==> config.mk <==
export PLATFORM = sky130hd
export DESIGN_NAME = record_frame_validator
export DESIGN_NICKNAME = d
export VERILOG_FILES = /design/src/hw/rtl/rfv_pkg.sv /design/src/hw/rtl/rfv_front.sv /design/src/hw/rtl/rfv_queue.sv /design/src/hw/rtl/rfv_back.sv /design/src/hw/rtl/record_frame_validator.sv
export SDC_FILE = /design/constraint.sdc
export NUM_CORES = 1
export LEC_CHECK = 0
export ABC_AREA = 1
export BUFFER_PORTS_ARGS = -buffer_cell sky130_fd_sc_hd__buf_4
export CORE_AREA = 10 10 260 262
export DETAILED_ROUTE_END_ITERATION = 8
export DIE_AREA = 0 0 270 272
export SLEW_MARGIN = 20
export SYNTH_ARGS = -nofsm -noshare
export SYNTH_HDL_FRONTEND = slang
export SYNTH_SLANG_ARGS = --single-unit
==> constraint.sdc <==
create_clock -name clk_i -period 10 [get_ports clk_i]
set_clock_uncertainty 0.05 [all_clocks]
set_input_delay 1 -clock clk_i [delete_from_list [all_inputs] [get_ports clk_i]]
set_output_delay 1 -clock clk_i [all_outputs]
set_load 0.005 [all_outputs]
==> src/hw/rtl/rfv_pkg.sv <==
// rfv_pkg: shared types, constants and the crc-32 byte step for the record validator
// no dependencies

package rfv_pkg;

  localparam logic [31:0] MAGIC_WORD    = 32'h5341_4651;
  localparam logic [31:0] CRC_POLY      = 32'hedb8_8320;
  localparam logic [31:0] CRC_PRESET    = 32'hffff_ffff;
  localparam logic [16:0] HDR_BYTES     = 17'd10;
  localparam logic [16:0] TRL_BYTES     = 17'd4;
  localparam logic [16:0] MIN_BYTES     = HDR_BYTES + TRL_BYTES;
  localparam logic [16:0] COUNT_TOP     = 17'h1_ffff;
  localparam logic [16:0] SEQ_START     = 17'd4;
  localparam logic [16:0] LEN_START     = 17'd8;
  localparam logic [15:0] PAYLOAD_MAX   = 16'd256;

  localparam int unsigned QDEPTH = 2;
  localparam int unsigned QPTR_W = (QDEPTH > 1) ? $clog2(QDEPTH) : 1;
  localparam int unsigned QCNT_W = $clog2(QDEPTH + 1);

  typedef enum logic [2:0] {
    ERR_OK      = 3'd0,
    ERR_SHORT   = 3'd1,
    ERR_MAGIC   = 3'd2,
    ERR_LEN_MAX = 3'd3,
    ERR_SIZE    = 3'd4,
    ERR_CRC     = 3'd5
  } err_e;

  typedef enum logic {
    KIND_PAYLOAD = 1'b0,
    KIND_VERDICT = 1'b1
  } kind_e;

  typedef struct packed {
    kind_e       kind;
    logic [7:0]  payload_byte;
    logic        record_ok;
    err_e        error_code;
    logic [31:0] sequence_number;
    logic [15:0] payload_length;
  } result_t;

  typedef struct packed {
    logic    valid;
    result_t data;
  } push_t;

  typedef struct packed {
    logic    valid;
    result_t data;
  } head_t;

  function automatic logic [31:0] crc_byte(input logic [31:0] crc, input logic [7:0] b);
    logic [31:0] c;
    c = crc ^ {24'd0, b};
    for (int k = 0; k < 8; k++) begin
      c = (c >> 1) ^ (CRC_POLY & {32{c[0]}});
    end
    return c;
  endfunction

endpackage

==> src/hw/rtl/rfv_front.sv <==
// rfv_front: accepts record beats, tracks header fields and crc, forms results
// depends on rfv_pkg

module rfv_front (
  input  logic           clk_i,
  input  logic           rst_ni,
  input  logic           in_valid_i,
  input  logic           in_stall_i,
  input  logic [7:0]     data_byte_i,
  input  logic           last_byte_i,
  input  logic           crc_en_i,
  output rfv_pkg::push_t push_o
);

  logic [16:0] cnt_q, cnt_d;
  logic [31:0] crc_q, crc_d;
  logic [31:0] magic_q, magic_d;
  logic [31:0] seq_q, seq_d;
  logic [15:0] len_q, len_d;
  logic [31:0] stored_q, stored_d;
  logic [16:0] body_end;
  logic        in_body;
  logic        accept;
  rfv_pkg::err_e err;

  assign accept = in_valid_i && !in_stall_i;

  always_comb begin
    magic_d = magic_q;
    seq_d   = seq_q;
    len_d   = len_q;
    if (cnt_q < rfv_pkg::SEQ_START) begin
      magic_d[{cnt_q[1:0], 3'b000} +: 8] = magic_q[{cnt_q[1:0], 3'b000} +: 8] | data_byte_i;
    end else if (cnt_q < rfv_pkg::LEN_START) begin
      seq_d[{cnt_q[1:0], 3'b000} +: 8] = seq_q[{cnt_q[1:0], 3'b000} +: 8] | data_byte_i;
    end else if (cnt_q < rfv_pkg::HDR_BYTES) begin
      len_d[{cnt_q[0], 3'b000} +: 8] = len_q[{cnt_q[0], 3'b000} +: 8] | data_byte_i;
    end
    body_end = rfv_pkg::HDR_BYTES + {1'b0, len_d};
    in_body  = cnt_q < body_end;
    crc_d    = ((cnt_q < rfv_pkg::HDR_BYTES) || in_body) ?
               rfv_pkg::crc_byte(crc_q, data_byte_i) : crc_q;
    stored_d = {data_byte_i, stored_q[31:8]};
    cnt_d    = (cnt_q == rfv_pkg::COUNT_TOP) ? cnt_q : cnt_q + 17'd1;

    if (cnt_d < rfv_pkg::MIN_BYTES) begin
      err = rfv_pkg::ERR_SHORT;
    end else if (magic_d != rfv_pkg::MAGIC_WORD) begin
      err = rfv_pkg::ERR_MAGIC;
    end else if (len_d > rfv_pkg::PAYLOAD_MAX) begin
      err = rfv_pkg::ERR_LEN_MAX;
    end else if (cnt_d != body_end + rfv_pkg::TRL_BYTES) begin
      err = rfv_pkg::ERR_SIZE;
    end else if (crc_en_i && (stored_d != ~crc_d)) begin
      err = rfv_pkg::ERR_CRC;
    end else begin
      err = rfv_pkg::ERR_OK;
    end

    push_o = '0;
    if (last_byte_i) begin
      push_o.valid                = accept;
      push_o.data.kind            = rfv_pkg::KIND_VERDICT;
      push_o.data.record_ok       = (err == rfv_pkg::ERR_OK);
      push_o.data.error_code      = err;
      push_o.data.sequence_number = seq_d;
      push_o.data.payload_length  = len_d;
    end else if ((cnt_q >= rfv_pkg::HDR_BYTES) && in_body) begin
      push_o.valid             = accept;
      push_o.data.kind         = rfv_pkg::KIND_PAYLOAD;
      push_o.data.payload_byte = data_byte_i;
    end
  end

  always_ff @(posedge clk_i or negedge rst_ni) begin
    if (!rst_ni) begin
      cnt_q    <= '0;
      crc_q    <= rfv_pkg::CRC_PRESET;
      magic_q  <= '0;
      seq_q    <= '0;
      len_q    <= '0;
      stored_q <= '0;
    end else if (accept) begin
      if (last_byte_i) begin
        cnt_q    <= '0;
        crc_q    <= rfv_pkg::CRC_PRESET;
        magic_q  <= '0;
        seq_q    <= '0;
        len_q    <= '0;
        stored_q <= '0;
      end else begin
        cnt_q    <= cnt_d;
        crc_q    <= crc_d;
        magic_q  <= magic_d;
        seq_q    <= seq_d;
        len_q    <= len_d;
        stored_q <= stored_d;
      end
    end
  end

endmodule

==> src/hw/rtl/rfv_queue.sv <==
// rfv_queue: short result queue between the front and back parts
// depends on rfv_pkg

module rfv_queue (
  input  logic           clk_i,
  input  logic           rst_ni,
  input  rfv_pkg::push_t push_i,
  output logic           full_o,
  input  logic           pop_i,
  output rfv_pkg::head_t head_o
);

  rfv_pkg::result_t                 mem_q [rfv_pkg::QDEPTH];
  logic [rfv_pkg::QPTR_W-1:0]       wr_ptr_q, rd_ptr_q;
  logic [rfv_pkg::QCNT_W-1:0]       cnt_q;
  logic                             do_pop;

  assign full_o       = (cnt_q == rfv_pkg::QCNT_W'(rfv_pkg::QDEPTH));
  assign head_o.valid = (cnt_q != '0);
  assign head_o.data  = mem_q[rd_ptr_q];
  assign do_pop       = pop_i && head_o.valid;

  function automatic logic [rfv_pkg::QPTR_W-1:0] ptr_next(
      input logic [rfv_pkg::QPTR_W-1:0] p);
    return (p == rfv_pkg::QPTR_W'(rfv_pkg::QDEPTH - 1)) ? '0 : p + 1'b1;
  endfunction

  always_ff @(posedge clk_i) begin
    if (push_i.valid) begin
      mem_q[wr_ptr_q] <= push_i.data;
    end
  end

  always_ff @(posedge clk_i or negedge rst_ni) begin
    if (!rst_ni) begin
      wr_ptr_q <= '0;
      rd_ptr_q <= '0;
      cnt_q    <= '0;
    end else begin
      if (push_i.valid) begin
        wr_ptr_q <= ptr_next(wr_ptr_q);
      end
      if (do_pop) begin
        rd_ptr_q <= ptr_next(rd_ptr_q);
      end
      if (push_i.valid && !do_pop) begin
        cnt_q <= cnt_q + 1'b1;
      end else if (!push_i.valid && do_pop) begin
        cnt_q <= cnt_q - 1'b1;
      end
    end
  end

  a_cnt_bound: assert property (@(posedge clk_i) disable iff (!rst_ni)
    cnt_q <= rfv_pkg::QCNT_W'(rfv_pkg::QDEPTH))
    else $error("queue count above depth");

  a_no_push_full: assert property (@(posedge clk_i) disable iff (!rst_ni)
    full_o |-> !push_i.valid)
    else $error("push into full queue");

  a_ptr_gap: assert property (@(posedge clk_i) disable iff (!rst_ni)
    (cnt_q == '0) |-> (wr_ptr_q == rd_ptr_q))
    else $error("empty queue with pointer gap");

endmodule

==> src/hw/rtl/rfv_back.sv <==
// rfv_back: output register that drains the result queue onto the output channel
// depends on rfv_pkg

module rfv_back (
  input  logic               clk_i,
  input  logic               rst_ni,
  input  rfv_pkg::head_t     head_i,
  output logic               pop_o,
  input  logic               out_stall_i,
  output logic               out_valid_o,
  output rfv_pkg::result_t   out_data_o
);

  logic             valid_q;
  rfv_pkg::result_t data_q;

  assign pop_o       = head_i.valid && (!valid_q || !out_stall_i);
  assign out_valid_o = valid_q;
  assign out_data_o  = data_q;

  always_ff @(posedge clk_i) begin
    if (pop_o) begin
      data_q <= head_i.data;
    end
  end

  always_ff @(posedge clk_i or negedge rst_ni) begin
    if (!rst_ni) begin
      valid_q <= 1'b0;
    end else if (pop_o) begin
      valid_q <= 1'b1;
    end else if (!out_stall_i) begin
      valid_q <= 1'b0;
    end
  end

endmodule

==> src/hw/rtl/record_frame_validator.sv <==
// record_frame_validator: top level, front part, result queue and output register
// depends on rfv_pkg, rfv_front, rfv_queue, rfv_back
//
//   channel | handshake              | payload
//   in      | in_valid_i / in_stall_o  | data_byte_i, last_byte_i
//   out     | out_valid_o / out_stall_i| result_kind_o .. payload_length_o
//   cfg     | cfg_we_i                 | cfg_wdata_i (check_crc_enable)
//
// one beat per cycle while in_stall_o is low; byte-wide crc step is combinational
// the verdict is combinational; a result passes the queue, then the output register
// reset clears the record state and sets the crc check on; no clearing pass
// in_stall_o rises only when the two-entry queue is full

module record_frame_validator (
  input  logic        clk_i,
  input  logic        rst_ni,
  input  logic        in_valid_i,
  output logic        in_stall_o,
  input  logic [7:0]  data_byte_i,
  input  logic        last_byte_i,
  output logic        out_valid_o,
  input  logic        out_stall_i,
  output logic        result_kind_o,
  output logic [7:0]  payload_byte_o,
  output logic        record_ok_o,
  output logic [2:0]  error_code_o,
  output logic [31:0] sequence_number_o,
  output logic [15:0] payload_length_o,
  input  logic        cfg_we_i,
  input  logic        cfg_wdata_i
);

  logic             crc_en_q;
  logic             q_full;
  logic             pop;
  rfv_pkg::push_t   push;
  rfv_pkg::head_t   head;
  rfv_pkg::result_t out_data;

  always_ff @(posedge clk_i or negedge rst_ni) begin
    if (!rst_ni) begin
      crc_en_q <= 1'b1;
    end else if (cfg_we_i) begin
      crc_en_q <= cfg_wdata_i;
    end
  end

  assign in_stall_o = q_full;

  rfv_front u_front (
    .clk_i       (clk_i),
    .rst_ni      (rst_ni),
    .in_valid_i  (in_valid_i),
    .in_stall_i  (q_full),
    .data_byte_i (data_byte_i),
    .last_byte_i (last_byte_i),
    .crc_en_i    (crc_en_q),
    .push_o      (push)
  );

  rfv_queue u_queue (
    .clk_i  (clk_i),
    .rst_ni (rst_ni),
    .push_i (push),
    .full_o (q_full),
    .pop_i  (pop),
    .head_o (head)
  );

  rfv_back u_back (
    .clk_i       (clk_i),
    .rst_ni      (rst_ni),
    .head_i      (head),
    .pop_o       (pop),
    .out_stall_i (out_stall_i),
    .out_valid_o (out_valid_o),
    .out_data_o  (out_data)
  );

  assign result_kind_o     = out_data.kind;
  assign payload_byte_o    = out_data.payload_byte;
  assign record_ok_o       = out_data.record_ok;
  assign error_code_o      = out_data.error_code;
  assign sequence_number_o = out_data.sequence_number;
  assign payload_length_o  = out_data.payload_length;

endmodule
==> results of run 1 <==
[routing by layer]
metal / track usage (%) / vias to the layer above / wire, um
met5: 0 / - / 0
met4: 4.92 / 0 / 1460
met3: 2.66 / 96 / 3540
met2: 22.6 / 529 / 24100
met1: 18.9 / 7313 / 24000
li1: - / 7337 / -
[metrics by stage]
stage          std cells  cell area, um2
4_1_cts             3122           21200
6_report            3123           21300
3_3_place_gp        3051           20000
3_5_place_dp        3051           20000
2_1_floorplan       2191           18600
5_1_grt             3123           21300
[layout make-up]
| type | count | area, um2 |
|---|---|---|
| clock buffer | 56 | 1080 |
| clock inverter | 15 | 186 |
| fill | 6443 | 41200 |
| inverter | 272 | 1020 |
| multi-input combinational | 1498 | 7680 |
| sequential | 342 | 9520 |
| tap | 846 | 1060 |
| timing repair buffer | 94 | 729 |
[power groups by stage]
stage / logic [mW] / registers, mW / clock network, mW
after floorplan: 1.61 / 2.07 / 0
after global placement: 2.36 / 2.08 / 0
after detailed placement: 2.38 / 2.09 / 0
after CTS: 2.39 / 2.06 / 1.47
after global routing: 2.68 / 2.10 / 1.53
final: 2.39 / 2.06 / 1.43
[critical path: cells and delay by family, from the launching register on]
| kind | cells | cell delay, ps |
|---|---|---|
| and+or+nand+nor | 28 | 4380 |
| DFF | 1 | 590 |
| AOI/OAI and AO/OA | 1 | 410 |
| buffers and inverters | 2 | 810 |
| adders and majority gates | 1 | 300 |
[worst max-delay path by stage]
stage               cells past startpoint  slack, ps              endpoint             start
floorplan                              25       3120   u_queue.mem_q[1][0]    data_byte_i[1]
global placement                       34       3130  u_queue.mem_q[0][48]    data_byte_i[1]
detailed placement                     36       3050  u_queue.mem_q[0][51]    data_byte_i[2]
CTS                                    32       3350  u_queue.mem_q[0][51]  u_front.cnt_q[1]
global route                           33       2620  u_queue.mem_q[0][51]  u_front.cnt_q[1]
finish                                 32       3190  u_queue.mem_q[0][51]  u_front.cnt_q[1]
[flip-flops by register name, indices dropped and copies added, names as in the netlist, 2 cells and up]
signal / flops
u_queue.mem_q: 122
u_back.out_data_o: 61
u_front.crc_q: 32
u_front.magic_q: 32
u_front.seq_q: 32
u_front.stored_q: 24
u_front.cnt_q: 17
u_front.len_q: 16
u_queue.cnt_q: 2
[placed cells by master (no fill, tap or decap), drive strengths merged, types with 12 or more instances in the layout]
master,instances
or2,13
a22oi,36
ha,25
dfrtp,126
o21ai,77
buf,94
nor3,41
clkbuf,56
a21oi,68
clkinv,15
nor4,12
dfstp,33
nand2,627
nand4,24
edfxtp,183
o22ai,103
nand3,121
xnor2,16
xor2,78
nor2,228
inv,266
[logic make-up after synthesis]
| kind of cell | synth area share [%] |
|---|---|
| xor gates and xnor gates | 4.99 |
| and+or+nand+nor | 24.4 |
| adders and majority gates | 1.69 |
| buffers and inverters | 7.46 |
| AOI/OAI and AO/OA | 10.2 |
| DFF | 51.3 |
==> run summary, run 1 <==
Synth top area share -> 29.6%
initial antenna violation count -> 1
CP endpoint kind -> flop
WL/cell -> 17.0 um
full die area -> 73400 um2
Synth Warn # -> 0
Yosys cell types -> 53
GR Util All Layers -> 14.1%
TNS Setup -> 0 ps
CTS clock-pin slew for the worst setup and hold paths -> 60 ps
GRT overflow -> 0
Worst-Margin Slew -> 1110 ps
number of global-route vias before repair -> 15.0k
WHS -> 313 ps
Syn-to-layout area delta -> 14.7%
Seq pwr share -> 35.1%
Iter 0 DRT Violations -> 1387
final worst slack -> 3190 ps
io pins -> 78
endpoints failing setup -> 0
WS Path Type -> reg -> reg
CP required -> 10260 ps
Num CTS Buffers -> 39
Final period util -> 68.1%
Clk Tree Root Cell -> clkbuf_16
die width -> 270 um
register area share after synthesis -> 51.3%
clock tree sinks -> 342
Synth area leaders -> edfxtp_1 (30%), dfrtp_1 (17%), nand2_1 (12%)
Mapped Area -> 18600 um2
Gate power share -> 40.6%
worst-skew pair later-pin latency -> 560 ps
TritonCTS clock tree -> done
DP Worst Slack -> 3050 ps
overall die height -> 272 um
Arr. time, crit path -> 7070 ps
Hold Violations, Final -> 0
crit path max fanout -> 38
worst-case clock buffer depth -> 3
clock share of power -> 24.3%
max_cap viols -> 0
top post-synthesis cells by count -> nand2_1 (606), inv_1 (259), nor2_1 (217), edfxtp_1 (183), dfrtp_1 (126)
Int Power -> 3.57 mW
DP HPWL -> 36700 um
Post-CTS Repair Setup Buffers -> 0
Routed WL -> 53100 um
Synth Register Bits -> 342
area leader, netlist -> edfxtp_1
DR pass1 iterations -> 6
Final Critical Period -> 6810 ps
capturing point of the worst reg2reg path -> u_queue.mem_q[0][51]
CP dominant cell by count -> nand2_1
status -> completed
leakage -> 9.14 nW
number of enable flip-flop cells after synthesis -> 183
H-tree levels -> 2
Std-Cell Rows -> 92
vias -> 15.3k
# hold bufs at CTS -> 0
floorplan core area -> 62500 um2
CP Launch Type -> flop
slowest cell on the critical path -> inv_1
Residual DRC -> 0
Power Total -> 5.87 mW
fraction of layout cells with a size suffix above 1 -> 11.6%
Routed Antenna Nets -> 0
Peak Freq -> 0.147 GHz
Mapped Cells -> 2191
sw power -> 2.30 mW
R2R Path Start -> u_front.cnt_q[1]
VDD IR max -> 0.000139 V
Final Core Density -> 34.0%
fin nets -> 2287
largest net degree at the start of global routing -> 89
input/output buffers -> 77
routability congestion estimate -> 0.921
top_reg_cell synth -> edfxtp_1
sw frac -> 39.2%
Worst R2R Path Depth -> 32
Slew Limit Headroom -> 25.9%
# resized after CTS -> 0
RSZ-0062 raised after global routing -> no
Antenna diodes -> 0
fraction of registers with async set or reset after synthesis -> 46.5%
Mapped Avg Cell Area -> 8.47 um2
PD cells -> 276 nW/um2
cell with the most instances after synthesis -> nand2_1
Initial Util -> 29.7%
synthesized net count -> 2231
worst hold path type -> in -> async
CP peak stage delay -> 750 ps
r2r setup slk -> 3190 ps
Vias per Instance -> 4.89
max-slew violation count -> 0
first-pass GRT wire length -> 84400 um
(Power assumes the default switching activity.)
==> inputs of run 2 (changes only) <==
==> constraint.sdc (replaced) <==
create_clock -name clk_i -period 6.25 [get_ports clk_i]
set_clock_uncertainty 0.05 [all_clocks]
set_input_delay 0.625 -clock clk_i [delete_from_list [all_inputs] [get_ports clk_i]]
set_output_delay 0.625 -clock clk_i [all_outputs]
set_load 0.005 [all_outputs]
==> run 2 against run 1 <==
Against the previous run:
- sequential power up 60%
- via count up 1.0%
- cell area up 1.3%
- non-clock buffer count up 22
- clock power up 69%
- hold slack worse by 250 ps
==> run summary, run 2 (synthesized netlist as in run 1, its figures left out) <==
capturing point of the worst reg2reg path -> u_queue.mem_q[1][48]
Syn-to-layout area delta -> 16.2%
r2r setup slk -> 460 ps
max reg flops -> 122
Routed WL -> 55100 um
CP Launch Type -> flop
Residual DRC -> 0
Vias per Instance -> 4.90
crit path max fanout -> 24
initial antenna violation count -> 0
overall die height -> 272 um
clock tree sinks -> 342
worst-skew pair later-pin latency -> 590 ps
most common cell after layout, fill and taps aside -> nand2_1
Biggest register -> u_queue.mem_q
CTS clock-pin slew for the worst setup and hold paths -> 60 ps
post-route cell area -> 21600 um2
DR pass1 iterations -> 5
Arr. time, crit path -> 6030 ps
H-tree levels -> 2
first-pass GRT wire length -> 86700 um
Routed Antenna Nets -> 0
VDD IR max -> 0.000251 V
Peak Freq -> 0.173 GHz
Slew Limit Headroom -> 23.6%
floorplan core area -> 62500 um2
commonest non-fill, non-tap cells in the layout -> nand2_1 (606), inv_1 (257), nor2_1 (214)
Hold Violations, Final -> 0
max_cap viols -> 0
final cell count without fillers -> 3148
final worst slack -> 460 ps
die width -> 270 um
max-slew violation count -> 0
input/output buffers -> 77
GR Util All Layers -> 14.7%
Num CTS Buffers -> 41
Setup crit start -> u_front.cnt_q[1]
TNS Setup -> 0 ps
# hold bufs at CTS -> 0
Final Core Density -> 34.5%
routability congestion estimate -> 0.943
Worst R2R Path Depth -> 33
Final Critical Period -> 5790 ps
Clk Tree Root Cell -> clkbuf_16
WL/cell -> 17.5 um
DP Area -> 20200 um2
CP peak stage delay -> 550 ps
TritonCTS clock tree -> done
Worst-Margin Slew -> 1150 ps
endpoints failing setup -> 0
WS Path Type -> reg -> reg
fraction of layout cells with a size suffix above 1 -> 12.9%
worst hold path type -> in -> async
CP endpoint kind -> flop
io pins -> 78
vias -> 15.4k
DP HPWL -> 38600 um
full die area -> 73400 um2
placed insts -> 3074
Iter 0 DRT Violations -> 1365
Antenna diodes -> 0
CP required -> 6490 ps
RSZ-0062 raised after global routing -> no
Initial Util -> 29.7%
DP Worst Slack -> 466 ps
worst-case clock buffer depth -> 3
status -> completed
largest net degree at the start of global routing -> 92
number of global-route vias before repair -> 15.1k
R2R Path Start -> u_front.cnt_q[1]
fin nets -> 2311
leakage -> 9.29 nW
Std-Cell Rows -> 92
GRT overflow -> 0
slowest cell on the critical path -> dfrtp_1
Final period util -> 92.6%
PD cells -> 445 nW/um2
CP dominant cell by count -> nand2_1
==> run 2: cell types whose count changed in the layout (fill, tap and decap cells not counted), sizes merged <==
cell | before | now
buf | 94 | 116
clkbuf | 56 | 49
clkinv | 15 | 20
clkinvlp | 3 | 6
inv | 266 | 268
==> run 2: power by group <==
part	leakage [nW]	internal, mW	total, mW	switching [mW]
logic	4.81	1.35	3.88	2.53
clock network	0.653	1.40	2.42	1.02
registers	3.83	3.05	3.29	0.232
==> run 2: layout make-up <==
| type | instances | area [um2] |
|---|---|---|
| Clock inverter | 25 | 274 |
| Tap cell | 846 | 1060 |
| Fill cell | 6342 | 40900 |
| Clock buffer | 49 | 1100 |
| Inverter | 272 | 1020 |
| Sequential cell | 342 | 9520 |
| Multi-Input combinational cell | 1498 | 7690 |
| Timing Repair Buffer | 116 | 900 |
==> run 2: metrics by stage <==
stage | hold WS [ps] | total power [mW]
2_1_floorplan | 279 | 5.88
3_3_place_gp | 427 | 7.17
3_5_place_dp | 446 | 7.20
4_1_cts | 111 | 9.67
5_1_grt | 134 | 10.3
6_report | 64.1 | 9.58
==> run 2: worst max-delay path by stage <==
stage | to | slack, ps | cells past startpoint
floorplan | u_queue.mem_q[1][0] | 590 | 24
global placement | u_queue.mem_q[0][48] | 530 | 30
detailed placement | u_queue.mem_q[0][48] | 470 | 31
CTS | u_queue.mem_q[1][48] | 450 | 31
global route | u_queue.mem_q[0][51] | 9 | 35
finish | u_queue.mem_q[1][48] | 460 | 33
==> run 2: what timing repair did <==
item                                    in CTS  in global routing
buffers inserted                             0                  0
resized for setup                            0                  1
endpoints found under the setup margin       0                  6
==> run 2: per-layer routing <==
layer,track usage [%],part of all wire (%),vias to the layer above
met2,23.6,46,509
met3,2.83,6.6,97
met5,0,0,-
li1,-,-,7395
met4,4.75,2.7,0
met1,19.5,45,7432
==> run 2: critical path: cells and delay by family, from the launching register on <==
family	cells	cell delay, ps
simple gates	25	3190
compound gates	4	820
buf+inv	3	560
flops	1	550
fa+ha+maj	1	290
